--- src/hw/rtl/dspd_pkg.sv ---
// ----------------------------------------------------------------------------
// dspd_pkg
// types and constants shared by the steering correction core
// ----------------------------------------------------------------------------
package dspd_pkg;

    localparam int CFG_IDX_W  = 3;
    localparam int CFG_DATA_W = 24;
    localparam int POS_W      = 24;
    localparam int LEFT_W     = 26;
    localparam int FACT_W     = 9;
    localparam int PROD_W     = LEFT_W + FACT_W;
    localparam int SPEED_W    = 8;
    localparam int BASE_W     = 8;
    localparam int GAIN_W     = 16;
    localparam int ERR_W      = 32;
    localparam int MUL_W      = ERR_W + 1 + GAIN_W + 1;
    localparam int NUM_W      = MUL_W + 2;
    localparam int STEER_W    = 8;
    localparam int SAT_W      = 10;
    localparam int FRAC_BITS  = 8;

    localparam int STEER_SCALE = 50;

    // x / 50 is ((x >> 1) * ceil(2^36 / 25)) >> 36, exact for x below 2^33
    localparam int               DIV_W       = 32;
    localparam int               RECIP_SHIFT = 36;
    localparam logic [DIV_W-1:0] RECIP_MUL   = 32'd2748779070;

    localparam int SAT_LIMIT  = 300;
    localparam int FOLD_LIMIT = 100;
    localparam int FOLD_STEP  = 200;

    localparam logic [CFG_IDX_W-1:0] REG_TARGET_B      = 3'd0;
    localparam logic [CFG_IDX_W-1:0] REG_TARGET_C      = 3'd1;
    localparam logic [CFG_IDX_W-1:0] REG_START_B       = 3'd2;
    localparam logic [CFG_IDX_W-1:0] REG_START_C       = 3'd3;
    localparam logic [CFG_IDX_W-1:0] REG_BASE_STEERING = 3'd4;
    localparam logic [CFG_IDX_W-1:0] REG_B_IS_MAIN     = 3'd5;
    localparam logic [CFG_IDX_W-1:0] REG_GAIN_P        = 3'd6;
    localparam logic [CFG_IDX_W-1:0] REG_GAIN_D        = 3'd7;

    typedef struct packed {
        logic signed [POS_W-1:0]  target_b;
        logic signed [POS_W-1:0]  target_c;
        logic signed [POS_W-1:0]  start_b;
        logic signed [POS_W-1:0]  start_c;
        logic signed [BASE_W-1:0] base_steering;
        logic                     b_is_main;
        logic [GAIN_W-1:0]        gain_p;
        logic [GAIN_W-1:0]        gain_d;
    } cfg_t;

    typedef struct packed {
        logic signed [PROD_W-1:0]  prod;
        logic signed [LEFT_W-1:0]  other;
        logic                      b_main;
        logic signed [SPEED_W-1:0] speed;
    } job_t;

    typedef enum logic [2:0] {
        ST_IDLE,
        ST_DIV,
        ST_ERR,
        ST_DIFF,
        ST_MUL,
        ST_ADD,
        ST_OUT
    } back_state_t;

endpackage

--- src/hw/rtl/dspd_fifo.sv ---
// ----------------------------------------------------------------------------
// dspd_fifo
// short job queue between the front and the back sequencer
// ----------------------------------------------------------------------------
module dspd_fifo #(
    parameter int DEPTH = 2
) (
    input  logic            clk,
    input  logic            rst_n,
    input  logic            push,
    input  dspd_pkg::job_t  push_data,
    output logic            full,
    input  logic            pop,
    output dspd_pkg::job_t  pop_data,
    output logic            empty
);

    localparam int PTR_W = (DEPTH > 1) ? $clog2(DEPTH) : 1;
    localparam int CNT_W = $clog2(DEPTH + 1);

    dspd_pkg::job_t     mem_reg [DEPTH];
    logic [PTR_W-1:0]   wr_ptr_reg;
    logic [PTR_W-1:0]   wr_ptr_next;
    logic [PTR_W-1:0]   rd_ptr_reg;
    logic [PTR_W-1:0]   rd_ptr_next;
    logic [CNT_W-1:0]   count_reg;
    logic [CNT_W-1:0]   count_next;

    assign full     = (count_reg == CNT_W'(DEPTH));
    assign empty    = (count_reg == '0);
    assign pop_data = mem_reg[rd_ptr_reg];

    always_comb
    begin
        wr_ptr_next = wr_ptr_reg;
        rd_ptr_next = rd_ptr_reg;
        count_next  = count_reg;
        if (push)
        begin
            wr_ptr_next = (wr_ptr_reg == PTR_W'(DEPTH - 1)) ? '0 : wr_ptr_reg + 1'b1;
        end
        if (pop)
        begin
            rd_ptr_next = (rd_ptr_reg == PTR_W'(DEPTH - 1)) ? '0 : rd_ptr_reg + 1'b1;
        end
        if (push && !pop)
        begin
            count_next = count_reg + 1'b1;
        end
        else if (pop && !push)
        begin
            count_next = count_reg - 1'b1;
        end
    end

    always_ff @(posedge clk or negedge rst_n)
    begin
        if (!rst_n)
        begin
            wr_ptr_reg <= '0;
            rd_ptr_reg <= '0;
            count_reg  <= '0;
        end
        else
        begin
            wr_ptr_reg <= wr_ptr_next;
            rd_ptr_reg <= rd_ptr_next;
            count_reg  <= count_next;
        end
    end

    always_ff @(posedge clk)
    begin
        if (push)
        begin
            mem_reg[wr_ptr_reg] <= push_data;
        end
    end

endmodule

--- config.mk ---
export PLATFORM = sky130hd
export DESIGN_NAME = dspd_fifo
export DESIGN_NICKNAME = d
export VERILOG_FILES = /design/src/hw/rtl/dspd_pkg.sv /design/src/hw/rtl/dspd_fifo.sv
export SDC_FILE = /design/constraint.sdc
export NUM_CORES = 1
export LEC_CHECK = 0
export ABC_AREA = 1
export BUFFER_PORTS_ARGS = -buffer_cell sky130_fd_sc_hd__buf_2
export CAP_MARGIN = 20
export CORE_ASPECT_RATIO = 0.75
export CORE_MARGIN = 5
export CORE_UTILIZATION = 56
export CTS_CLUSTER_DIAMETER = 200
export DETAILED_ROUTE_END_ITERATION = 10
export PLACE_DENSITY = 0.84
export SKIP_CTS_REPAIR_TIMING = 1
export SLEW_MARGIN = 20
export SYNTH_ARGS = -nofsm -noshare
export SYNTH_HDL_FRONTEND = slang
export SYNTH_SLANG_ARGS = --single-unit
--- constraint.sdc ---
create_clock -name clk -period 11.8 [get_ports clk]
set_clock_uncertainty 0.1 [all_clocks]
set_input_delay 2.36 -clock clk [delete_from_list [all_inputs] [get_ports clk]]
set_output_delay 2.36 -clock clk [all_outputs]
set_load 0.005 [all_outputs]
==> metrics.txt <==
LEAKAGE=2.90 nW; WS Path Type=reg2out; initial antenna violation count=3; Sw Pwr=0.434 mW; max_slew headroom=0.384; drt wl/cell=between 15 and 20 um; clk buf depth=2; Max Transition Viols Final=0; Syn Area/Cell=roughly 23 um^2; area of the core=0.00974 mm^2; Detailed Route Iter0 Violations=around 150; Placer Congestion=~0.7; vias in the first global route=3047; worst-margin pin slew=between 0.9 and 1 ns; Synth top area share=0.749; Sw Ratio=0.249; Synth area leaders=edfxtp_1, mux2_4, buf_12; Yosys cell types=14; status=completed; input/output buffers=around 150; starting density of the core=0.576; worst slack, placed=~7.3 ns; total power draw=~1.7 mW; Largest register FFs=140; placed inst area=around 0.0064 mm^2; TritonCTS clock tree=done; Seq cells post-synth=~140; Cell Rows=31; Main synth FF type=edfxtp_1; Final Critical Period=between 4 and 5 ns; Post-Syn Area=0.00561 mm^2; cell area power density=roughly 250 mW/mm^2; Clk pwr share=0.321; layout cells sized above 1=0.598; global-route wire length before repair=15.2 mm; worst hold path class=reg2reg; leading area contributor after synthesis=edfxtp_1; root buffer cell=clkbuf_16; most frequent cell after synthesis=edfxtp_1; synthesized instance count=243; post-route cell area=between 0.007 and 0.008 mm^2; GRT Total Usage=0.164; RSZ-0062 raised after global routing=no; largest net degree at the start of global routing=71; critical path required time=9.34 ns; # setup viols final=0; Horiz. Die Dim=126 um; Max FO, Critical Path=37; endpoint class of the critical path=primary output; crit path DAT=between 2 and 2.5 ns; crit share post-route=0.417; Die ar.=between 0.01 and 0.015 mm^2; Layout Nets=around 480; combinational share of power=0.254; final worst setup slack=approximately 6.9 ns; via count=2733; max cap viols=0; Fin Setup TNS=0 ns; final hold vios=0; area delta synth->final=25.0%; Int Pwr=1.31 mW; # diodes=0; Antenna Nets Post-Route=0; Pre-Repair DR Iteration Count=4; syn nets=318; Clock Latency Late Sink=~0.40 ns; crit path launch type=flop; Vias/cell=roughly 5; Post-DP HPWL=6.54 mm; DRC viols=0; # IOs=around 150; clock input transition at the sequential cells of the worst setup and hold paths=~0.060 ns; htree depth=4; worst-case vdd ir drop=0.000157 V; Async S/R FF share, synth=0.0278; Die Y=96.7 um; clk sink count=between 100 and 150; Synth top cells by count=edfxtp_1, mux2_4, buf_12, inv_1, nand2_1; final WL=9.89 mm; number of synthesized flops with an enable pin=140; total grt overflow=0; CTS Buf Count=17; sequential cell fraction of total power=0.426; Yosys warnings=0; fmax=about 0.20 GHz; Seq/Total Area, Yosys=0.767
## final timing paths
| path | startpoint | to | slack (ns) | cells after the start |
|---|---|---|---|---|
| max reg2reg | wr_ptr_reg$_DFFE_PN0P_ | mem_reg[1][60]$_DFFE_PP_ | 9.68 | 3 |
| max in group asynchronous | rst_n | rd_ptr_reg$_DFFE_PN0P_ | 9.81 | 1 |
| min in group asynchronous | rst_n | count_reg[1]$_DFFE_PN0P_ | 1.65 | 1 |
| min | count_reg[1]$_DFFE_PN0P_ | count_reg[1]$_DFFE_PN0P_ | 0.39 | 2 |
| min reg2reg | count_reg[1]$_DFFE_PN0P_ | count_reg[1]$_DFFE_PN0P_ | 0.39 | 2 |
| max | rd_ptr_reg$_DFFE_PN0P_ | pop_data[31] | 6.88 | 3 |
## through the flow
step           utilization  std cells  hold WS, ns
2_1_floorplan            -        243        0.363
3_3_place_gp         0.656        515        0.375
3_5_place_dp         0.656        515        0.381
4_1_cts              0.720        547        0.395
5_1_grt              0.720        547        0.437
6_report             0.720        547        0.393
## cell usage in the layout (no fill, tap or decap)
master	synthesis	final
clkbuf_16	0	17
nand4_1	1	1
mux2_2	1	1
nor2_1	3	2
xnor2_1	1	1
mux2_4	69	69
inv_1	7	6
clkinv_2	0	3
dfrtp_4	0	1
nand2_1	5	5
clkinv_1	0	2
buf_2	0	145
buf_4	0	3
nand3_1	1	1
inv_2	0	1
clkbuf_1	0	3
ha_1	1	1
clkinv_4	0	2
edfxtp_1	140	140
xor2_1	2	2
bufinv_16	0	5
nor2_4	0	1
dfrtp_1	4	3
## power by group through the flow
stage          Clock [mW]  Sequential (mW)  Combinational [mW]
2_1_floorplan           0            0.717               0.365
3_3_place_gp            0            0.746               0.442
3_5_place_dp            0            0.754               0.448
4_1_cts             0.572            0.745               0.452
5_1_grt             0.596            0.753               0.474
6_report            0.560            0.744               0.443
## metal layers
metal / part of all wire / wire [um] / global-route usage
met1: 0.40 / 3970 / 0.192
met2: 0.50 / 4940 / 0.263
met3: 0.087 / 865 / 0.0782
met4: 0.0085 / 84 / 0.0608
met5: 0.0028 / 28 / 0
## worst max-delay path, stage by stage (launching register included)
cell,delay (ns)
dfrtp_4,0.86
buf_4,0.68
mux2_4,0.36
buf_2,0.13
## cell type report
cell class              instances  area (um^2)
multi-input cells              84         1130
clock buffers                  20          437
inverters                       7         26.3
flip-flops and latches        144         4310
fillers                       601         2730
clock inverters                12          190
repair buffers                148          748
well taps                     132          165
## cell families (layout without fill, tap and decap cells)
logic type / after synthesis / count (layout) / share of synthesized area
DFF: 144 / 144 / 0.767
muxes: 70 / 70 / 0.187
buffers and inverters: 15 / 187 / 0.0317
and+or+nand+nor: 10 / 10 / 0.00736
xor gates and xnor gates: 3 / 3 / 0.00469
adders and majority gates: 1 / 1 / 0.00223
(Power assumes the default switching activity.)
