## src/hw/rtl/dspd_pkg.sv

```systemverilog
// ----------------------------------------------------------------------------
// dspd_pkg
// types and constants shared by the steering correction core
// ----------------------------------------------------------------------------
package dspd_pkg;

    localparam int CFG_IDX_W  = 3;
    localparam int CFG_DATA_W = 24;
    localparam int POS_W      = 24;
    localparam int LEFT_W     = 26;
    localparam int FACT_W     = 9;
    localparam int PROD_W     = LEFT_W + FACT_W;
    localparam int SPEED_W    = 8;
    localparam int BASE_W     = 8;
    localparam int GAIN_W     = 16;
    localparam int ERR_W      = 32;
    localparam int MUL_W      = ERR_W + 1 + GAIN_W + 1;
    localparam int NUM_W      = MUL_W + 2;
    localparam int STEER_W    = 8;
    localparam int SAT_W      = 10;
    localparam int FRAC_BITS  = 8;

    localparam int STEER_SCALE = 50;

    // x / 50 is ((x >> 1) * ceil(2^36 / 25)) >> 36, exact for x below 2^33
    localparam int               DIV_W       = 32;
    localparam int               RECIP_SHIFT = 36;
    localparam logic [DIV_W-1:0] RECIP_MUL   = 32'd2748779070;

    localparam int SAT_LIMIT  = 300;
    localparam int FOLD_LIMIT = 100;
    localparam int FOLD_STEP  = 200;

    localparam logic [CFG_IDX_W-1:0] REG_TARGET_B      = 3'd0;
    localparam logic [CFG_IDX_W-1:0] REG_TARGET_C      = 3'd1;
    localparam logic [CFG_IDX_W-1:0] REG_START_B       = 3'd2;
    localparam logic [CFG_IDX_W-1:0] REG_START_C       = 3'd3;
    localparam logic [CFG_IDX_W-1:0] REG_BASE_STEERING = 3'd4;
    localparam logic [CFG_IDX_W-1:0] REG_B_IS_MAIN     = 3'd5;
    localparam logic [CFG_IDX_W-1:0] REG_GAIN_P        = 3'd6;
    localparam logic [CFG_IDX_W-1:0] REG_GAIN_D        = 3'd7;

    typedef struct packed {
        logic signed [POS_W-1:0]  target_b;
        logic signed [POS_W-1:0]  target_c;
        logic signed [POS_W-1:0]  start_b;
        logic signed [POS_W-1:0]  start_c;
        logic signed [BASE_W-1:0] base_steering;
        logic                     b_is_main;
        logic [GAIN_W-1:0]        gain_p;
        logic [GAIN_W-1:0]        gain_d;
    } cfg_t;

    typedef struct packed {
        logic signed [PROD_W-1:0]  prod;
        logic signed [LEFT_W-1:0]  other;
        logic                      b_main;
        logic signed [SPEED_W-1:0] speed;
    } job_t;

    typedef enum logic [2:0] {
        ST_IDLE,
        ST_DIV,
        ST_ERR,
        ST_DIFF,
        ST_MUL,
        ST_ADD,
        ST_OUT
    } back_state_t;

endpackage

```

## src/hw/rtl/dspd_front.sv

```systemverilog
// ----------------------------------------------------------------------------
// dspd_front
// takes a transaction, forms remaining travel and scales the main wheel
// ----------------------------------------------------------------------------
module dspd_front (
    input  dspd_pkg::cfg_t                          cfg,
    input  logic                                    in_valid,
    output logic                                    in_stall,
    input  logic signed [dspd_pkg::POS_W-1:0]       position_b,
    input  logic signed [dspd_pkg::POS_W-1:0]       position_c,
    input  logic signed [dspd_pkg::SPEED_W-1:0]     speed_in,
    input  logic                                    q_full,
    output logic                                    q_push,
    output dspd_pkg::job_t                          q_data
);

    logic signed [dspd_pkg::LEFT_W-1:0] left_b;
    logic signed [dspd_pkg::LEFT_W-1:0] left_c;
    logic signed [dspd_pkg::LEFT_W-1:0] main_left;
    logic signed [dspd_pkg::FACT_W-1:0] factor;
    logic signed [dspd_pkg::FACT_W-1:0] base_ext;
    logic signed [dspd_pkg::PROD_W-1:0] prod;

    assign left_b = dspd_pkg::LEFT_W'(cfg.target_b) - dspd_pkg::LEFT_W'(position_b)
                  + dspd_pkg::LEFT_W'(cfg.start_b);
    assign left_c = dspd_pkg::LEFT_W'(cfg.target_c) - dspd_pkg::LEFT_W'(position_c)
                  + dspd_pkg::LEFT_W'(cfg.start_c);

    assign base_ext = dspd_pkg::FACT_W'(cfg.base_steering);

    always_comb
    begin
        if (cfg.b_is_main)
        begin
            main_left = left_b;
            factor    = dspd_pkg::FACT_W'(dspd_pkg::STEER_SCALE) - base_ext;
        end
        else
        begin
            main_left = left_c;
            factor    = dspd_pkg::FACT_W'(dspd_pkg::STEER_SCALE) + base_ext;
        end
    end

    assign prod = main_left * factor;

    assign in_stall      = q_full;
    assign q_push        = in_valid && !q_full;
    assign q_data.prod   = prod;
    assign q_data.other  = cfg.b_is_main ? left_c : left_b;
    assign q_data.b_main = cfg.b_is_main;
    assign q_data.speed  = speed_in;

endmodule

```

## config.mk

```make
export PLATFORM = sky130hd
export DESIGN_NAME = dspd_front
export DESIGN_NICKNAME = d
export VERILOG_FILES = /design/src/hw/rtl/dspd_pkg.sv /design/src/hw/rtl/dspd_front.sv
export SDC_FILE = /design/constraint.sdc
export NUM_CORES = 1
export LEC_CHECK = 0
export BUFFER_PORTS_ARGS = -buffer_cell sky130_fd_sc_hd__buf_2
export CAP_MARGIN = 20
export CORE_AREA = 2 2 140 244
export DETAILED_ROUTE_END_ITERATION = 8
export DIE_AREA = 0 0 142 246
export GPL_ROUTABILITY_DRIVEN = 0
export MAX_ROUTING_LAYER = met4
export PLACE_DENSITY = 0.58
export SLEW_MARGIN = 10
export SYNTH_ARGS = -nofsm -noshare
export SYNTH_HDL_FRONTEND = slang
export SYNTH_SLANG_ARGS = --single-unit
```

## constraint.sdc

```tcl
create_clock -name vclk -period 19.1
set_clock_uncertainty 0.15 [all_clocks]
set_input_delay 1.91 -clock vclk [all_inputs]
set_output_delay 1.91 -clock vclk [all_outputs]
set_load 0.02 [all_outputs]
```

==> impl_metrics.csv, run 1 <==
group,metric,value,unit
run_status,status,"complete, no violations",
cells_and_area,fin_nets,2340,
timing,tns,0,ns
critical_path,crit_required,17.04,ns
critical_path,cp-start-kind,"primary input",
timing,hold_viol_final,0,
route,drt-initial-drc-count,371,
place,hpwl,30200,um
synthesis,synthCells,1602,
cells_and_area,synthToLayoutAreaGrowth,11.5,%
route,avgRoutedWirePerCell,15.7,um
cells_and_area,ff_latch_area,0,um2
route,drc,0,
global_route,antenna_found_initial,2,
critical_path,crit_type,"in2out",
synthesis,ys_top_cells_by_area,"fa_1, ha_1, inv_1",
route,met1_length,13100,um
timing,grt_setup_unrepaired,"no",
clocking,post_cts_buffers,0,
route,ant_nets,0,
global_route,grt_start_max_net_pins,68,
critical_path,cp_num_buf_inv,5,
clocking,hold_buffers,0,
timing,fin_crit,12.23,ns
synthesis,synth_top_area_frac,0.367,
run,drv_cap,0,
worst_hold_path,worstHoldStart,"speed_in[0]",
timing,slew_headroom,0.405,
critical_path,cpMostUsedCell,"fa_1",
global_route,first_global_vias,12000,
route,wl_met3,1270,um
cells_and_area,seq_cells,0,
die,chipHeight,246,um
critical_path,cpLargestDelayFamily,"adder cells",
route,dr.pass1.iters,5,
route,wl,34200,um
timing,worst_pin_slew,0.885,ns
timing,setup_viol,0,
cells_and_area,final_layout_size_suffix_gt1_frac,0.165,
route,maxUsedRoutingLayer,"met4",
critical_path,crit_path_end_kind,"primary output",
critical_path,cp_slowest_cell,"nor4_1",
route,viasPerCell,5.12,
place,port_buffers,219,
critical_path,cpPeakStageDelay,0.77,ns
critical_path,critical_path.max_fanout,8,
synthesis,ys.warnings.count,0,
global_route,globalRouteOverflowTotal,0,
synthesis,synth_top_area_cell,"fa_1",
clocking,ctsResizeCount,0,
die,ios,267,
synthesis,synth_nets,2162,
die,core-area,32900,um2
worst_hold_path,worstHoldPathType,"in2out",
global_route,grt_pass1_wl,57500,um
die,dieWidth,142,um
route,dr_total_vias,11200,
synthesis,synth.cell_area,13000,um2
die,rows,88,
route,dr_wl_met2,19000,um
worst_hold_path,hold_end,"q_data[0]",
critical_path,crit_path_start,"cfg[42]",
synthesis,ys_seq_area_frac,0,
synthesis,avgSynthCellArea,8.11,um2
die,dieArea,34900,um2
timing,max_freq,81.8,MHz
timing,period_share,0.640,
worst_hold_path,min_path_cells,0,
cells_and_area,final.clkbuf_count,0,
synthesis,ys_types,76,
cells_and_area,fillers,3316,
timing,slew_violations,0,
critical_path,worstPathArrival,10.17,ns
global_route,grt_usage,0.207,
die,initial_core_util,0.394,
-- kinds of logic after synthesis --
group | Yosys count | share of synthesized area
adders and majority gates | 365 | 0.489
muxes | 39 | 0.0323
and+or+nand+nor | 428 | 0.153
xor gates and xnor gates | 88 | 0.0599
buffers and inverters | 413 | 0.123
AOI/OAI and AO/OA | 269 | 0.143
-- Yosys cell counts (4+ instances only) --
cell type	n
mux2_2	23
a21o_1	44
nand4_1	13
o21ai_1	4
nor2b_1	16
clkbuf_1	40
or3_1	6
a211oi_1	10
ha_1	127
inv_1	351
xor2_1	25
o21bai_1	15
nor4_1	6
xnor2_1	62
nor3_1	13
buf_4	11
nor2_1	139
a21oi_1	82
fa_1	238
nand2b_1	22
mux2i_1	16
nand2_1	138
and4_1	9
o211a_1	4
o21a_1	11
o211ai_1	7
buf_1	8
or2_2	9
o311ai_1	8
and2_1	18
o21ai_0	28
nand3_1	21
a31oi_1	14
and3_1	7
-- routing by layer --
layer / global-route usage / vias to the layer above
li1: - / 5444
met3: 0.0121 / 48
met4: 0.0365 / 0
met1: 0.228 / 5437
met5: - / -
met2: 0.408 / 259
-- layout make-up --
type	count	area, um2	area share
repair buffers	237	1230	0.0851
multi-input cells	1189	11400	0.788
well taps	405	507	0.0350
inverters	352	1320	0.0913
diodes	2	5.00	0.000346
-- how the worst max path moves through the flow --
stage / cells past startpoint / slack, ns / endpoint
global route: 31 / 6.29 / q_data[69]
floorplan: 32 / 8.14 / q_data[69]
detailed placement: 31 / 6.86 / q_data[69]
CTS: 31 / 6.85 / q_data[69]
finish: 31 / 6.87 / q_data[69]
global placement: 31 / 6.92 / q_data[69]
-- layout by cell type (no fill, tap or decap), types with 15 or more instances in the layout --
cell      instances
xor2_1           25
xnor2_1          60
a21o_1           44
and2_1           18
o21ai_0          28
inv_1           351
o21bai_1         15
mux2_2           23
buf_4            18
nand2_1         138
mux2i_1          15
nor2_1          139
fa_1            238
buf_2           219
nand3_1          21
a21oi_1          82
nand2b_1         22
nor2b_1          16
ha_1            127
-- per-stage QoR --
step            util  worst slack [ns]  instances  cell area [um2]  hold WS [ns]
3_3_place_gp   0.439              6.92       2183            14500          3.67
5_1_grt        0.440              6.29       2185            14500          3.67
6_report       0.440              6.87       2185            14500          3.67
2_1_floorplan      -              8.14       1602            13000          3.75
3_5_place_dp   0.439              6.86       2183            14500          3.67
4_1_cts        0.439              6.85       2183            14500          3.67
Power of run 1 is not shown: default switching activity piles up to over one toggle a cycle in this logic, so the estimate is an artifact.
==> inputs of run 2 (changes only) <==
==> constraint.sdc (replaced) <==
create_clock -name vclk -period 12.7
set_clock_uncertainty 0.15 [all_clocks]
set_input_delay 1.27 -clock vclk [all_inputs]
set_output_delay 1.27 -clock vclk [all_outputs]
set_load 0.02 [all_outputs]
==> impl_metrics.csv, run 2 (synthesized netlist as in run 1, its figures left out) <==
group,metric,value,unit
route,viasPerCell,5.12,
run,drv_cap,0,
timing,worst_pin_slew,0.866,ns
timing,tns,0,ns
global_route,globalRouteOverflowTotal,0,
cells_and_area,layout_commonest_cell,"inv_1",
timing,max_freq,90.6,MHz
route,dr.pass1.iters,7,
timing,hold_viol_final,0,
cells_and_area,synthToLayoutAreaGrowth,11.4,%
timing,slew_violations,0,
critical_path,cpPeakStageDelay,0.77,ns
global_route,grt_start_max_net_pins,48,
critical_path,crit_path_end_kind,"primary output",
route,dr_total_vias,11200,
critical_path,cpLargestDelayFamily,"adder cells",
critical_path,cpMostUsedCell,"fa_1",
route,drt-initial-drc-count,387,
global_route,antenna_found_initial,3,
cells_and_area,final.clkbuf_count,0,
worst_hold_path,worstHoldStart,"speed_in[0]",
clocking,hold_buffers,0,
worst_hold_path,worstHoldPathType,"in2out",
die,dieArea,34900,um2
route,wl,34600,um
die,chipHeight,246,um
cells_and_area,layout_common_cells,"inv_1, fa_1, buf_2",
place,hpwl,30500,um
global_route,grt_usage,0.208,
critical_path,cp-start-kind,"primary input",
critical_path,cp_slowest_cell,"nor4_1",
timing,slew_headroom,0.406,
clocking,post_cts_buffers,0,
die,dieWidth,142,um
cells_and_area,seq_cells,0,
cells_and_area,fillers,3353,
die,rows,88,
timing,period_share,0.869,
die,initial_core_util,0.394,
critical_path,crit_required,11.28,ns
critical_path,crit_path_start,"cfg[42]",
cells_and_area,ff_latch_area,0,um2
global_route,grt_pass1_wl,57600,um
run_status,status,"complete, no violations",
route,drc,0,
critical_path,cp_num_buf_inv,5,
timing,setup_viol,0,
timing,grt_setup_unrepaired,"no",
critical_path,critical_path.max_fanout,8,
critical_path,worstPathArrival,9.62,ns
critical_path,crit_type,"in2out",
timing,fin_crit,11.04,ns
cells_and_area,fin_nets,2338,
route,avgRoutedWirePerCell,15.9,um
die,ios,267,
global_route,first_global_vias,11900,
cells_and_area,final_layout_size_suffix_gt1_frac,0.164,
route,ant_nets,0,
place,port_buffers,219,
die,core-area,32900,um2
clocking,ctsResizeCount,0,
-- run 2: cell types whose count changed in the layout (fill, tap and decap cells not counted) --
cell     delta
buf_4       -2
diode_2     +1
-- run 2: metal layers --
layer / up-vias / track usage / wire, um
met1: 5450 / 0.227 / 13300
li1: 5442 / - / -
met5: - / - / 0
met4: 0 / 0.0294 / 601
met2: 249 / 0.415 / 19300
met3: 40 / 0.0138 / 1350
-- run 2: worst paths after layout --
kind / to / cells after the start
worst min-delay path: q_data[0] / 0
worst max-delay path: q_data[69] / 31
-- run 2: metrics by stage --
step,area (um2),instances,hold WS [ns],util,setup WS [ns]
6_report,14500,2184,2.39,0.439,1.66
5_1_grt,14500,2184,2.39,0.439,1.14
4_1_cts,14500,2181,2.39,0.439,1.66
3_5_place_dp,14500,2181,2.39,0.439,1.68
3_3_place_gp,14500,2181,2.39,0.439,1.70
2_1_floorplan,13000,1602,2.47,-,3.02
-- run 2: layout make-up --
cell class         instances  area, um2  share of cell area
multi-input cells       1189      11400               0.789
inverters                352       1320              0.0914
repair buffers           235       1220              0.0841
well taps                405        507              0.0350
diodes                     3       7.51            0.000519
Power of run 2 is left out for the same reason.
==> inputs of run 3 (changes only) <==
--- a/config.mk
+++ b/config.mk
@@ -11,8 +11,9 @@
 export DETAILED_ROUTE_END_ITERATION = 8
 export DIE_AREA = 0 0 142 246
 export GPL_ROUTABILITY_DRIVEN = 0
+export GPL_TIMING_DRIVEN = 0
 export MAX_ROUTING_LAYER = met4
-export PLACE_DENSITY = 0.58
+export PLACE_DENSITY = 0.6
 export SLEW_MARGIN = 10
 export SYNTH_ARGS = -nofsm -noshare
 export SYNTH_HDL_FRONTEND = slang
==> constraint.sdc (replaced) <==
create_clock -name vclk -period 9.77
set_clock_uncertainty 0.15 [all_clocks]
set_input_delay 0.4885 -clock vclk [all_inputs]
set_output_delay 0.4885 -clock vclk [all_outputs]
set_load 0.02 [all_outputs]
==> impl_metrics.csv, run 3 (synthesized netlist as in run 1, its figures left out) <==
group,metric,value,unit
global_route,grt_pass1_wl,61800,um
route,avgRoutedWirePerCell,17.2,um
die,rows,88,
cells_and_area,fin_nets,2390,
clocking,hold_buffers,0,
die,initial_core_util,0.394,
clocking,ctsResizeCount,0,
critical_path,cp-start-kind,"primary input",
global_route,first_global_vias,12500,
timing,hold_viol_final,0,
critical_path,worstPathArrival,8.63,ns
die,dieWidth,142,um
critical_path,crit_required,9.13,ns
place,port_buffers,224,
die,dieArea,34900,um2
route,wl,38500,um
critical_path,crit_type,"in2out",
cells_and_area,layout_commonest_cell,"inv_1",
route,dr_total_vias,11800,
timing,setup_viol,0,
timing,slew_violations,0,
cells_and_area,final_layout_size_suffix_gt1_frac,0.161,
die,ios,267,
clocking,post_cts_buffers,0,
run_status,status,"complete, no violations",
die,core-area,32900,um2
cells_and_area,layout_common_cells,"inv_1, fa_1, buf_2",
worst_hold_path,min_path_cells,2,
timing,grt_setup_unrepaired,"no",
route,ant_nets,0,
critical_path,critical_path.max_fanout,10,
route,viasPerCell,5.26,
route,drc,0,
global_route,globalRouteOverflowTotal,0,
cells_and_area,ff_latch_area,0,um2
global_route,grt_start_max_net_pins,11,
cells_and_area,seq_cells,0,
run,drv_cap,0,
critical_path,cpPeakStageDelay,0.78,ns
die,chipHeight,246,um
timing,worst_pin_slew,1.12,ns
timing,period_share,0.948,
cells_and_area,synthToLayoutAreaGrowth,12.8,%
timing,slew_headroom,0.234,
global_route,antenna_found_initial,0,
worst_hold_path,worstHoldPathType,"in2out",
timing,tns,0,ns
critical_path,crit_path_end_kind,"primary output",
timing,fin_crit,9.26,ns
place,hpwl,34500,um
worst_hold_path,worstHoldStart,"speed_in[0]",
route,drt-initial-drc-count,625,
worst_hold_path,hold_end,"q_data[0]",
timing,max_freq,108,MHz
route,dr.pass1.iters,5,
critical_path,cp_slowest_cell,"fa_1",
critical_path,cpMostUsedCell,"a21o_1",
cells_and_area,final.clkbuf_count,0,
global_route,grt_usage,0.228,
-- run 3: cell types whose count changed in the layout (fill, tap and decap cells not counted), moves of 2 or more --
cell,change
buf_2,+7
clkbuf_1,+40
buf_1,+8
diode_2,-2
buf_4,-3
-- run 3: worst max-delay path: cells and delay by family --
| family | cells | cell delay, ns |
|---|---|---|
| AND/OR/NAND/NOR | 1 | 0.17 |
| buffers and inverters | 6 | 0.61 |
| adder cells (fa/ha/maj) | 8 | 3.73 |
| XOR/XNOR | 1 | 0.13 |
| AO/OA/AOI/OAI | 16 | 3.48 |
-- run 3: metal layers --
layer / track usage / vias up / wire [um]
li1: - / 5535 / -
met1: 0.231 / 5648 / 13500
met2: 0.452 / 443 / 21300
met3: 0.0119 / 125 / 1730
met4: 0.0862 / 0 / 1970
met5: - / - / 0
-- run 3: through the flow --
step | setup slack, ns | cell area [um2] | util | hold slack [ns] | std cells
2_1_floorplan | 1.66 | 13000 | - | 0.905 | 1602
3_3_place_gp | 0.285 | 14600 | 0.444 | 1.05 | 2231
3_5_place_dp | 0.232 | 14600 | 0.445 | 1.04 | 2233
4_1_cts | 0.220 | 14600 | 0.445 | 1.04 | 2233
5_1_grt | 0.0256 | 14600 | 0.445 | 1.05 | 2233
6_report | 0.506 | 14600 | 0.445 | 1.04 | 2234
-- run 3: layout make-up --
type | instances | area, um2
Fill cell | 3318 | 18300
Multi-Input combinational cell | 1189 | 11400
Inverter | 352 | 1320
Timing Repair Buffer | 226 | 1140
Tap cell | 405 | 507
Buffer | 61 | 273
Antenna cell | 1 | 2.50
-- run 3: worst max path at each step --
stage               cells after the start  slack [ns]          to     from
detailed placement                     29        0.23  q_data[66]  cfg[42]
finish                                 32        0.51  q_data[69]  cfg[71]
floorplan                              32        1.66  q_data[69]  cfg[74]
global route                           31        0.03  q_data[66]  cfg[71]
CTS                                    29        0.22  q_data[66]  cfg[42]
global placement                       29        0.28  q_data[66]  cfg[42]
Power of run 3 is left out for the same reason.
