### src/hw/rtl/dspd_pkg.sv
// ----------------------------------------------------------------------------
// dspd_pkg
// types and constants shared by the steering correction core
// ----------------------------------------------------------------------------
package dspd_pkg;

    localparam int CFG_IDX_W  = 3;
    localparam int CFG_DATA_W = 24;
    localparam int POS_W      = 24;
    localparam int LEFT_W     = 26;
    localparam int FACT_W     = 9;
    localparam int PROD_W     = LEFT_W + FACT_W;
    localparam int SPEED_W    = 8;
    localparam int BASE_W     = 8;
    localparam int GAIN_W     = 16;
    localparam int ERR_W      = 32;
    localparam int MUL_W      = ERR_W + 1 + GAIN_W + 1;
    localparam int NUM_W      = MUL_W + 2;
    localparam int STEER_W    = 8;
    localparam int SAT_W      = 10;
    localparam int FRAC_BITS  = 8;

    localparam int STEER_SCALE = 50;

    // x / 50 is ((x >> 1) * ceil(2^36 / 25)) >> 36, exact for x below 2^33
    localparam int               DIV_W       = 32;
    localparam int               RECIP_SHIFT = 36;
    localparam logic [DIV_W-1:0] RECIP_MUL   = 32'd2748779070;

    localparam int SAT_LIMIT  = 300;
    localparam int FOLD_LIMIT = 100;
    localparam int FOLD_STEP  = 200;

    localparam logic [CFG_IDX_W-1:0] REG_TARGET_B      = 3'd0;
    localparam logic [CFG_IDX_W-1:0] REG_TARGET_C      = 3'd1;
    localparam logic [CFG_IDX_W-1:0] REG_START_B       = 3'd2;
    localparam logic [CFG_IDX_W-1:0] REG_START_C       = 3'd3;
    localparam logic [CFG_IDX_W-1:0] REG_BASE_STEERING = 3'd4;
    localparam logic [CFG_IDX_W-1:0] REG_B_IS_MAIN     = 3'd5;
    localparam logic [CFG_IDX_W-1:0] REG_GAIN_P        = 3'd6;
    localparam logic [CFG_IDX_W-1:0] REG_GAIN_D        = 3'd7;

    typedef struct packed {
        logic signed [POS_W-1:0]  target_b;
        logic signed [POS_W-1:0]  target_c;
        logic signed [POS_W-1:0]  start_b;
        logic signed [POS_W-1:0]  start_c;
        logic signed [BASE_W-1:0] base_steering;
        logic                     b_is_main;
        logic [GAIN_W-1:0]        gain_p;
        logic [GAIN_W-1:0]        gain_d;
    } cfg_t;

    typedef struct packed {
        logic signed [PROD_W-1:0]  prod;
        logic signed [LEFT_W-1:0]  other;
        logic                      b_main;
        logic signed [SPEED_W-1:0] speed;
    } job_t;

    typedef enum logic [2:0] {
        ST_IDLE,
        ST_DIV,
        ST_ERR,
        ST_DIFF,
        ST_MUL,
        ST_ADD,
        ST_OUT
    } back_state_t;

endpackage

### src/hw/rtl/dspd_back.sv
// ----------------------------------------------------------------------------
// dspd_back
// divides by fifty, forms the error and pd term, saturates and folds
// ----------------------------------------------------------------------------
module dspd_back (
    input  logic                                    clk,
    input  logic                                    rst_n,
    input  dspd_pkg::cfg_t                          cfg,
    input  logic                                    q_empty,
    input  dspd_pkg::job_t                          q_data,
    output logic                                    q_pop,
    output logic                                    out_valid,
    input  logic                                    out_stall,
    output logic signed [dspd_pkg::STEER_W-1:0]     steering_out,
    output logic signed [dspd_pkg::SPEED_W-1:0]     speed_out
);

    localparam int DIV_W  = dspd_pkg::DIV_W;
    localparam int PROD_W = dspd_pkg::PROD_W;
    localparam int ERR_W  = dspd_pkg::ERR_W;
    localparam int MUL_W  = dspd_pkg::MUL_W;
    localparam int NUM_W  = dspd_pkg::NUM_W;
    localparam int SAT_W  = dspd_pkg::SAT_W;

    dspd_pkg::back_state_t state_reg;
    dspd_pkg::back_state_t state_next;

    logic [DIV_W-1:0]                       div_reg;
    logic [DIV_W-1:0]                       div_next;
    logic                                   neg_reg;
    logic                                   neg_next;
    logic signed [dspd_pkg::LEFT_W-1:0]     other_reg;
    logic signed [dspd_pkg::LEFT_W-1:0]     other_next;
    logic                                   bmain_reg;
    logic                                   bmain_next;
    logic signed [dspd_pkg::SPEED_W-1:0]    speed_reg;
    logic signed [dspd_pkg::SPEED_W-1:0]    speed_next;
    logic signed [ERR_W-1:0]                error_reg;
    logic signed [ERR_W-1:0]                error_next;
    logic signed [ERR_W-1:0]                prev_reg;
    logic signed [ERR_W-1:0]                prev_next;
    logic signed [ERR_W:0]                  diff_reg;
    logic signed [ERR_W:0]                  diff_next;
    logic signed [MUL_W-1:0]                prodp_reg;
    logic signed [MUL_W-1:0]                prodp_next;
    logic signed [MUL_W-1:0]                prodd_reg;
    logic signed [MUL_W-1:0]                prodd_next;
    logic signed [NUM_W-1:0]                num_reg;
    logic signed [NUM_W-1:0]                num_next;
    logic signed [dspd_pkg::STEER_W-1:0]    steer_reg;
    logic signed [dspd_pkg::STEER_W-1:0]    steer_next;
    logic signed [dspd_pkg::SPEED_W-1:0]    speedo_reg;
    logic signed [dspd_pkg::SPEED_W-1:0]    speedo_next;
    logic                                   out_valid_reg;
    logic                                   out_valid_next;

    logic [2*DIV_W-1:0]                     recip_w;
    logic [PROD_W-1:0]                      mag;
    logic signed [ERR_W-1:0]                q_s;
    logic signed [dspd_pkg::GAIN_W:0]       gain_p_s;
    logic signed [dspd_pkg::GAIN_W:0]       gain_d_s;
    logic signed [MUL_W:0]                  pd;
    logic signed [NUM_W-1:0]                base_sh;
    logic signed [NUM_W-1:0]                num_adj;
    logic signed [NUM_W-1:0]                quo_s;
    logic signed [SAT_W-1:0]                sat_w;

    // halved magnitude times the reciprocal of twenty-five
    assign recip_w = div_reg * dspd_pkg::RECIP_MUL;

    assign mag = q_data.prod[PROD_W-1] ? PROD_W'(-q_data.prod) : PROD_W'(q_data.prod);

    assign q_s      = neg_reg ? -$signed(div_reg[ERR_W-1:0]) : $signed(div_reg[ERR_W-1:0]);
    assign gain_p_s = $signed({1'b0, cfg.gain_p});
    assign gain_d_s = $signed({1'b0, cfg.gain_d});
    assign pd       = (MUL_W + 1)'(prodp_reg) + (MUL_W + 1)'(prodd_reg);
    assign base_sh  = NUM_W'(cfg.base_steering) <<< dspd_pkg::FRAC_BITS;

    // truncate toward zero, then clamp
    always_comb
    begin
        num_adj = num_reg[NUM_W-1] ? num_reg + NUM_W'((1 << dspd_pkg::FRAC_BITS) - 1)
                                   : num_reg;
        quo_s   = num_adj >>> dspd_pkg::FRAC_BITS;
        if (quo_s > dspd_pkg::SAT_LIMIT)
        begin
            sat_w = SAT_W'(dspd_pkg::SAT_LIMIT);
        end
        else if (quo_s < -dspd_pkg::SAT_LIMIT)
        begin
            sat_w = SAT_W'(-dspd_pkg::SAT_LIMIT);
        end
        else
        begin
            sat_w = SAT_W'(quo_s);
        end
    end

    always_comb
    begin
        state_next     = state_reg;
        div_next       = div_reg;
        neg_next       = neg_reg;
        other_next     = other_reg;
        bmain_next     = bmain_reg;
        speed_next     = speed_reg;
        error_next     = error_reg;
        prev_next      = prev_reg;
        diff_next      = diff_reg;
        prodp_next     = prodp_reg;
        prodd_next     = prodd_reg;
        num_next       = num_reg;
        steer_next     = steer_reg;
        speedo_next    = speedo_reg;
        out_valid_next = out_valid_reg && out_stall;
        q_pop          = 1'b0;

        case (state_reg)
            dspd_pkg::ST_IDLE:
            begin
                if (!q_empty)
                begin
                    q_pop      = 1'b1;
                    div_next   = mag[DIV_W:1];
                    neg_next   = q_data.prod[PROD_W-1];
                    other_next = q_data.other;
                    bmain_next = q_data.b_main;
                    speed_next = q_data.speed;
                    state_next = dspd_pkg::ST_DIV;
                end
            end
            dspd_pkg::ST_DIV:
            begin
                div_next   = DIV_W'(recip_w >> dspd_pkg::RECIP_SHIFT);
                state_next = dspd_pkg::ST_ERR;
            end
            dspd_pkg::ST_ERR:
            begin
                if (bmain_reg)
                begin
                    error_next = q_s - ERR_W'(other_reg);
                end
                else
                begin
                    error_next = ERR_W'(other_reg) - q_s;
                end
                state_next = dspd_pkg::ST_DIFF;
            end
            dspd_pkg::ST_DIFF:
            begin
                diff_next  = (ERR_W + 1)'(error_reg) - (ERR_W + 1)'(prev_reg);
                prev_next  = error_reg;
                state_next = dspd_pkg::ST_MUL;
            end
            dspd_pkg::ST_MUL:
            begin
                prodp_next = error_reg * gain_p_s;
                prodd_next = diff_reg * gain_d_s;
                state_next = dspd_pkg::ST_ADD;
            end
            dspd_pkg::ST_ADD:
            begin
                if (speed_reg > 0)
                begin
                    num_next = base_sh + NUM_W'(pd);
                end
                else
                begin
                    num_next = base_sh - NUM_W'(pd);
                end
                state_next = dspd_pkg::ST_OUT;
            end
            dspd_pkg::ST_OUT:
            begin
                if (!out_valid_reg || !out_stall)
                begin
                    if (sat_w > dspd_pkg::FOLD_LIMIT)
                    begin
                        steer_next  = dspd_pkg::STEER_W'(sat_w - SAT_W'(dspd_pkg::FOLD_STEP));
                        speedo_next = -speed_reg;
                    end
                    else if (sat_w < -dspd_pkg::FOLD_LIMIT)
                    begin
                        steer_next  = dspd_pkg::STEER_W'(sat_w + SAT_W'(dspd_pkg::FOLD_STEP));
                        speedo_next = -speed_reg;
                    end
                    else
                    begin
                        steer_next  = dspd_pkg::STEER_W'(sat_w);
                        speedo_next = speed_reg;
                    end
                    out_valid_next = 1'b1;
                    state_next     = dspd_pkg::ST_IDLE;
                end
            end
            default:
            begin
                state_next = dspd_pkg::ST_IDLE;
            end
        endcase
    end

    always_ff @(posedge clk or negedge rst_n)
    begin
        if (!rst_n)
        begin
            state_reg     <= dspd_pkg::ST_IDLE;
            prev_reg      <= '0;
            out_valid_reg <= 1'b0;
        end
        else
        begin
            state_reg     <= state_next;
            prev_reg      <= prev_next;
            out_valid_reg <= out_valid_next;
        end
    end

    always_ff @(posedge clk)
    begin
        div_reg    <= div_next;
        neg_reg    <= neg_next;
        other_reg  <= other_next;
        bmain_reg  <= bmain_next;
        speed_reg  <= speed_next;
        error_reg  <= error_next;
        diff_reg   <= diff_next;
        prodp_reg  <= prodp_next;
        prodd_reg  <= prodd_next;
        num_reg    <= num_next;
        steer_reg  <= steer_next;
        speedo_reg <= speedo_next;
    end

    assign out_valid    = out_valid_reg;
    assign steering_out = steer_reg;
    assign speed_out    = speedo_reg;

endmodule

### config.mk
export PLATFORM = sky130hd
export DESIGN_NAME = dspd_back
export DESIGN_NICKNAME = d
export VERILOG_FILES = /design/src/hw/rtl/dspd_pkg.sv /design/src/hw/rtl/dspd_back.sv
export SDC_FILE = /design/constraint.sdc
export NUM_CORES = 2
export LEC_CHECK = 0
export ABC_CLOCK_PERIOD_IN_PS = 11300
export BUFFER_PORTS_ARGS = -buffer_cell sky130_fd_sc_hd__buf_2
export CAP_MARGIN = 20
export CORE_MARGIN = 3
export CORE_UTILIZATION = 25
export CTS_CLUSTER_DIAMETER = 200
export CTS_CLUSTER_SIZE = 20
export DETAILED_ROUTE_END_ITERATION = 6
export PLACE_DENSITY = 0.35
export SYNTH_ARGS = -nofsm -noshare
export SYNTH_HDL_FRONTEND = slang
export SYNTH_SLANG_ARGS = --single-unit
export TNS_END_PERCENT = 50
### constraint.sdc
create_clock -name clk -period 11.3 [get_ports clk]
set_clock_uncertainty 0.15 [all_clocks]
set_input_delay 2.26 -clock clk [delete_from_list [all_inputs] [get_ports clk]]
set_output_delay 2.26 -clock clk [all_outputs]
set_load 0.01 [all_outputs]
==> results.md <==
Logic synthesis:
- The most used flip-flop cell after synthesis is sky130_fd_sc_hd__edfxtp_1.
- The register bit count reported by yosys is 336.
- Of the synthesized area, sequential elements account for 0.125.
- Counting flops with an async set or reset pin after synthesis yields a share of 0.107.
- The mean instance size in the synthesized netlist is 9.12 um^2.
- The Yosys step of the flow raised 0 warnings.
- Synthesis produced 8,710 cells.
- The post-synthesis instance area is 0.0795 mm^2.
- The net count after synthesis is 11,200.
- The number of synthesized flops with an enable pin is 300.
- In this run, distinct cell masters in the synthesized netlist total 87.

Clocking:
- The number of buffers inserted during clock tree synthesis is 20.
- The worst-case clock buffer depth is 3.
- The CTS tree is yes.
- Clock-pin slew was measured on the worst setup and hold paths at 120 ps.
- CTS saw 336 sinks.
- CTS built an H-tree with a depth of 1.
- Buffers added to address setup during post-CTS repair amount to 0.
- The number of instances resized during post-cts repair is 0.
- The source-to-sink clock delay at the later pin of the worst-skew pair is 670 ps.
- The number of hold buffers added after CTS is 0.
- The cell at the root of the clock tree is sky130_fd_sc_hd__clkbuf_16.

Cells and area:
- The fraction of layout cells with a size suffix above 1 is 0.0373.
- The register with the most flip-flops in the layout has 52 of them.
- The layout filler cell count is 34,000.
- Registers take 0.00991 mm^2.
- From synthesis to final layout, the design area changed by 7.80%.
- The finished cells cover 0.0857 mm^2.
- Summing all multi-input logic gate instances after layout gives 0.0611 mm^2.
- The total number of nets in the final design is 11,200.

Floorplan:
- The initial core utilization is 0.252.
- The die covers 0.325 mm^2.
- The die height is 570 um.
- The die is 570 um wide.
- The area of the core region is 0.316 mm^2.
- 229 I/O pins were placed.
- The number of placement rows is 206.

STA:
- The actual transition at the worst max-transition pin is 1080 ps.
- Setup repair after global routing left no endpoint under its margin.
- The clock period minus final worst setup slack is 9850 ps.
- The number of failing hold endpoints at the final stage is 0.
- The headroom to the max-slew limit is 0.279.
- Setup violations remaining at the end of the flow were counted as 0.
- The final count of pins violating max slew is 0.
- The final worst-path cycle share is 0.872.
- The worst setup slack after layout is 1450 ps.
- Summed over all failing endpoints, the final setup total negative slack is 0 ps.
- The fmax is 101 MHz.

Route:
- After detailed routing, the number of remaining DRC violations is 0.
- The final layout contains routed wiring with a total length of 266,000 um.
- Dividing the detail-routed wire length by the instance count gives 20.7 um.
- Summing over every cut layer, the via total after detailed routing is 58,300.
- After detailed routing, the number of vias per cell comes to 4.53.
- The number of detailed-routing iterations run before antenna repair is 6.
- The number of DRC violations after detailed-routing iteration 0 is 3,030.
- The number of routed nets with antenna violations is 0.

Worst setup path:
- The required time of the critical path is 11,560 ps.
- By startpoint and endpoint, the worst setup path is classified as in -> reg.
- The critical path arrival is 10,120 ps.
- In this run the worst path has a maximum fanout of 33.
- The worst setup path is captured at a flop.
- STA classifies the critical path startpoint as an input pin.

GRT:
- The first global-routing pass estimated 409,000 um of wire.
- The via count of the first global-routing pass is 64,400.
- The number of antenna violations at the first check in global routing came to 15.
- The combined global-route utilization of all metal layers is 0.165.
- Entering global routing, the biggest net connects 94 pins.
- The sum of overflow across all layers after global routing is 0.

Worst hold path:
- The min-delay analysis places its worst path in the category reg -> reg.

Place:
- The half-perimeter wire length after placement is 224,000 um.
- The number of I/O port buffers is 130.
- The placer congestion estimate is 0.854.
- The area after detailed placement is 0.0850 mm^2.
- OpenSTA, run right after detailed placement, puts the worst setup slack at 756 ps.

Status:
- The run finished with clean final reports.

Run:
- The tool flagged a number of max-cap violations equal to 0.
## final cells by class
class                           count  share of cell area
Antenna cell                        8            0.000234
Timing Repair Buffer              230              0.0164
Inverter                         1974              0.0865
Multi-Input combinational cell   6121               0.714
Tap cell                         4160              0.0608
Clock buffer                       35             0.00675
Sequential cell                   336               0.116
Clock inverter                      1            0.000190
## worst paths after layout
check                            start             to  slack (ps)  cells past startpoint
min in group asynchronous        rst_n    prev_reg[8]        1590                      1
max in group asynchronous        rst_n   prev_reg[17]        8790                      1
max                             cfg[3]  prodd_reg[43]        1450                     25
min reg2reg                prev_reg[0]    prev_reg[0]         360                      2
max reg2reg                 div_reg[5]    div_reg[27]        2190                     24
min                        prev_reg[0]    prev_reg[0]         360                      2
## metrics by stage
step,utilization,std cells,hold slack [ps]
after floorplan,-,8710,304
after global placement,0.269,12800,319
after detailed placement,0.269,12800,340
after CTS,0.271,12900,361
after global routing,0.271,12900,429
final,0.271,12900,355
## placed cells by master (no fill, tap or decap), drive strengths merged, types with 21 or more instances in the layout
master,count
inv,1973
fa,1386
nand2,949
ha,895
and2,410
a21oi,369
edfxtp,300
nor2,280
o21ai,270
xnor2,255
buf,230
a21o,137
nand3,96
xor2,92
nor3,87
nand4,75
o21bai,61
nand2b,55
a211oi,50
and3,45
nor2b,45
a31oi,45
nor4,45
o21a,44
o31ai,44
dfrtp,36
clkbuf,35
o211ai,29
or3,29
a21boi,22
or2,21
## synthesized netlist by cell type, types with 11 or more instances
| cell | count | area (um^2) |
|---|---|---|
| sky130_fd_sc_hd__o31a_1 | 11 | 96.3 |
| sky130_fd_sc_hd__a21oi_1 | 369 | 1850 |
| sky130_fd_sc_hd__nand4_1 | 73 | 457 |
| sky130_fd_sc_hd__dfrtp_1 | 36 | 901 |
| sky130_fd_sc_hd__o31ai_1 | 43 | 323 |
| sky130_fd_sc_hd__nor3_1 | 87 | 435 |
| sky130_fd_sc_hd__o2111ai_1 | 14 | 123 |
| sky130_fd_sc_hd__a21boi_0 | 20 | 150 |
| sky130_fd_sc_hd__a21o_1 | 137 | 1030 |
| sky130_fd_sc_hd__o21bai_1 | 61 | 458 |
| sky130_fd_sc_hd__nor4_1 | 41 | 257 |
| sky130_fd_sc_hd__edfxtp_1 | 300 | 9010 |
| sky130_fd_sc_hd__a211oi_1 | 49 | 368 |
| sky130_fd_sc_hd__mux2i_1 | 14 | 140 |
| sky130_fd_sc_hd__inv_1 | 1972 | 7400 |
| sky130_fd_sc_hd__or4_1 | 18 | 135 |
| sky130_fd_sc_hd__ha_1 | 895 | 11200 |
| sky130_fd_sc_hd__o21ai_1 | 11 | 55.1 |
| sky130_fd_sc_hd__nor2_1 | 280 | 1050 |
| sky130_fd_sc_hd__o311ai_0 | 15 | 131 |
| sky130_fd_sc_hd__nor2b_1 | 45 | 282 |
| sky130_fd_sc_hd__and2_1 | 410 | 2560 |
| sky130_fd_sc_hd__xor2_1 | 92 | 806 |
| sky130_fd_sc_hd__nor3b_1 | 17 | 128 |
| sky130_fd_sc_hd__and3_1 | 45 | 282 |
| sky130_fd_sc_hd__a2111oi_0 | 18 | 158 |
| sky130_fd_sc_hd__o41ai_1 | 16 | 140 |
| sky130_fd_sc_hd__o21a_1 | 44 | 330 |
| sky130_fd_sc_hd__nand3_1 | 95 | 475 |
| sky130_fd_sc_hd__fa_1 | 1386 | 27700 |
| sky130_fd_sc_hd__o211ai_1 | 29 | 218 |
| sky130_fd_sc_hd__nand2b_1 | 54 | 338 |
| sky130_fd_sc_hd__o21ai_0 | 259 | 1300 |
| sky130_fd_sc_hd__xnor2_1 | 255 | 2230 |
| sky130_fd_sc_hd__a221oi_1 | 15 | 131 |
| sky130_fd_sc_hd__nand3b_1 | 15 | 113 |
| sky130_fd_sc_hd__or3_1 | 29 | 181 |
| sky130_fd_sc_hd__clkbuf_1 | 263 | 987 |
| sky130_fd_sc_hd__or2_2 | 21 | 131 |
| sky130_fd_sc_hd__nand2_1 | 949 | 3560 |
| sky130_fd_sc_hd__a31oi_1 | 45 | 282 |
## metal layers
metal / vias up / global-route usage / part of all wire
li1: 27500 / - / -
met1: 29800 / 0.214 / 0.44
met4: 2 / 0.0246 / 0.018
met2: 882 / 0.304 / 0.51
met5: - / 0 / 0.000060
met3: 164 / 0.0109 / 0.025
## critical path, cell delays in order
cell                       delay, ps
sky130_fd_sc_hd__buf_2           630
sky130_fd_sc_hd__nand2_1         170
sky130_fd_sc_hd__fa_1            550
sky130_fd_sc_hd__inv_1            60
sky130_fd_sc_hd__fa_1            560
sky130_fd_sc_hd__fa_1            450
sky130_fd_sc_hd__fa_1            570
sky130_fd_sc_hd__inv_1            60
sky130_fd_sc_hd__fa_1            490
sky130_fd_sc_hd__inv_1            60
sky130_fd_sc_hd__fa_1            450
sky130_fd_sc_hd__ha_1            420
sky130_fd_sc_hd__nand4_1         200
sky130_fd_sc_hd__nor4_1          290
sky130_fd_sc_hd__nor2_1          150
sky130_fd_sc_hd__a211oi_1        360
sky130_fd_sc_hd__o21ai_0         240
sky130_fd_sc_hd__a311oi_1        700
sky130_fd_sc_hd__nor2_1          120
sky130_fd_sc_hd__buf_4           180
sky130_fd_sc_hd__o311ai_0        360
sky130_fd_sc_hd__buf_4           200
sky130_fd_sc_hd__a31oi_1         130
sky130_fd_sc_hd__mux2i_1         150
sky130_fd_sc_hd__a211oi_1        320
## kinds of logic (layout without fill, tap and decap cells)
family,after synthesis,in the layout,share of synthesized area
DFF,336,336,0.125
buffers and inverters,2253,2240,0.107
other,0,8,0
adders and majority gates,2281,2281,0.490
AOI/OAI and AO/OA,1259,1259,0.102
xor gates and xnor gates,347,347,0.0382
and+or+nand+nor,2210,2210,0.135
muxes,24,24,0.00318
Power is not shown: default switching activity piles up to over one toggle a cycle in this logic, so the estimate is an artifact.
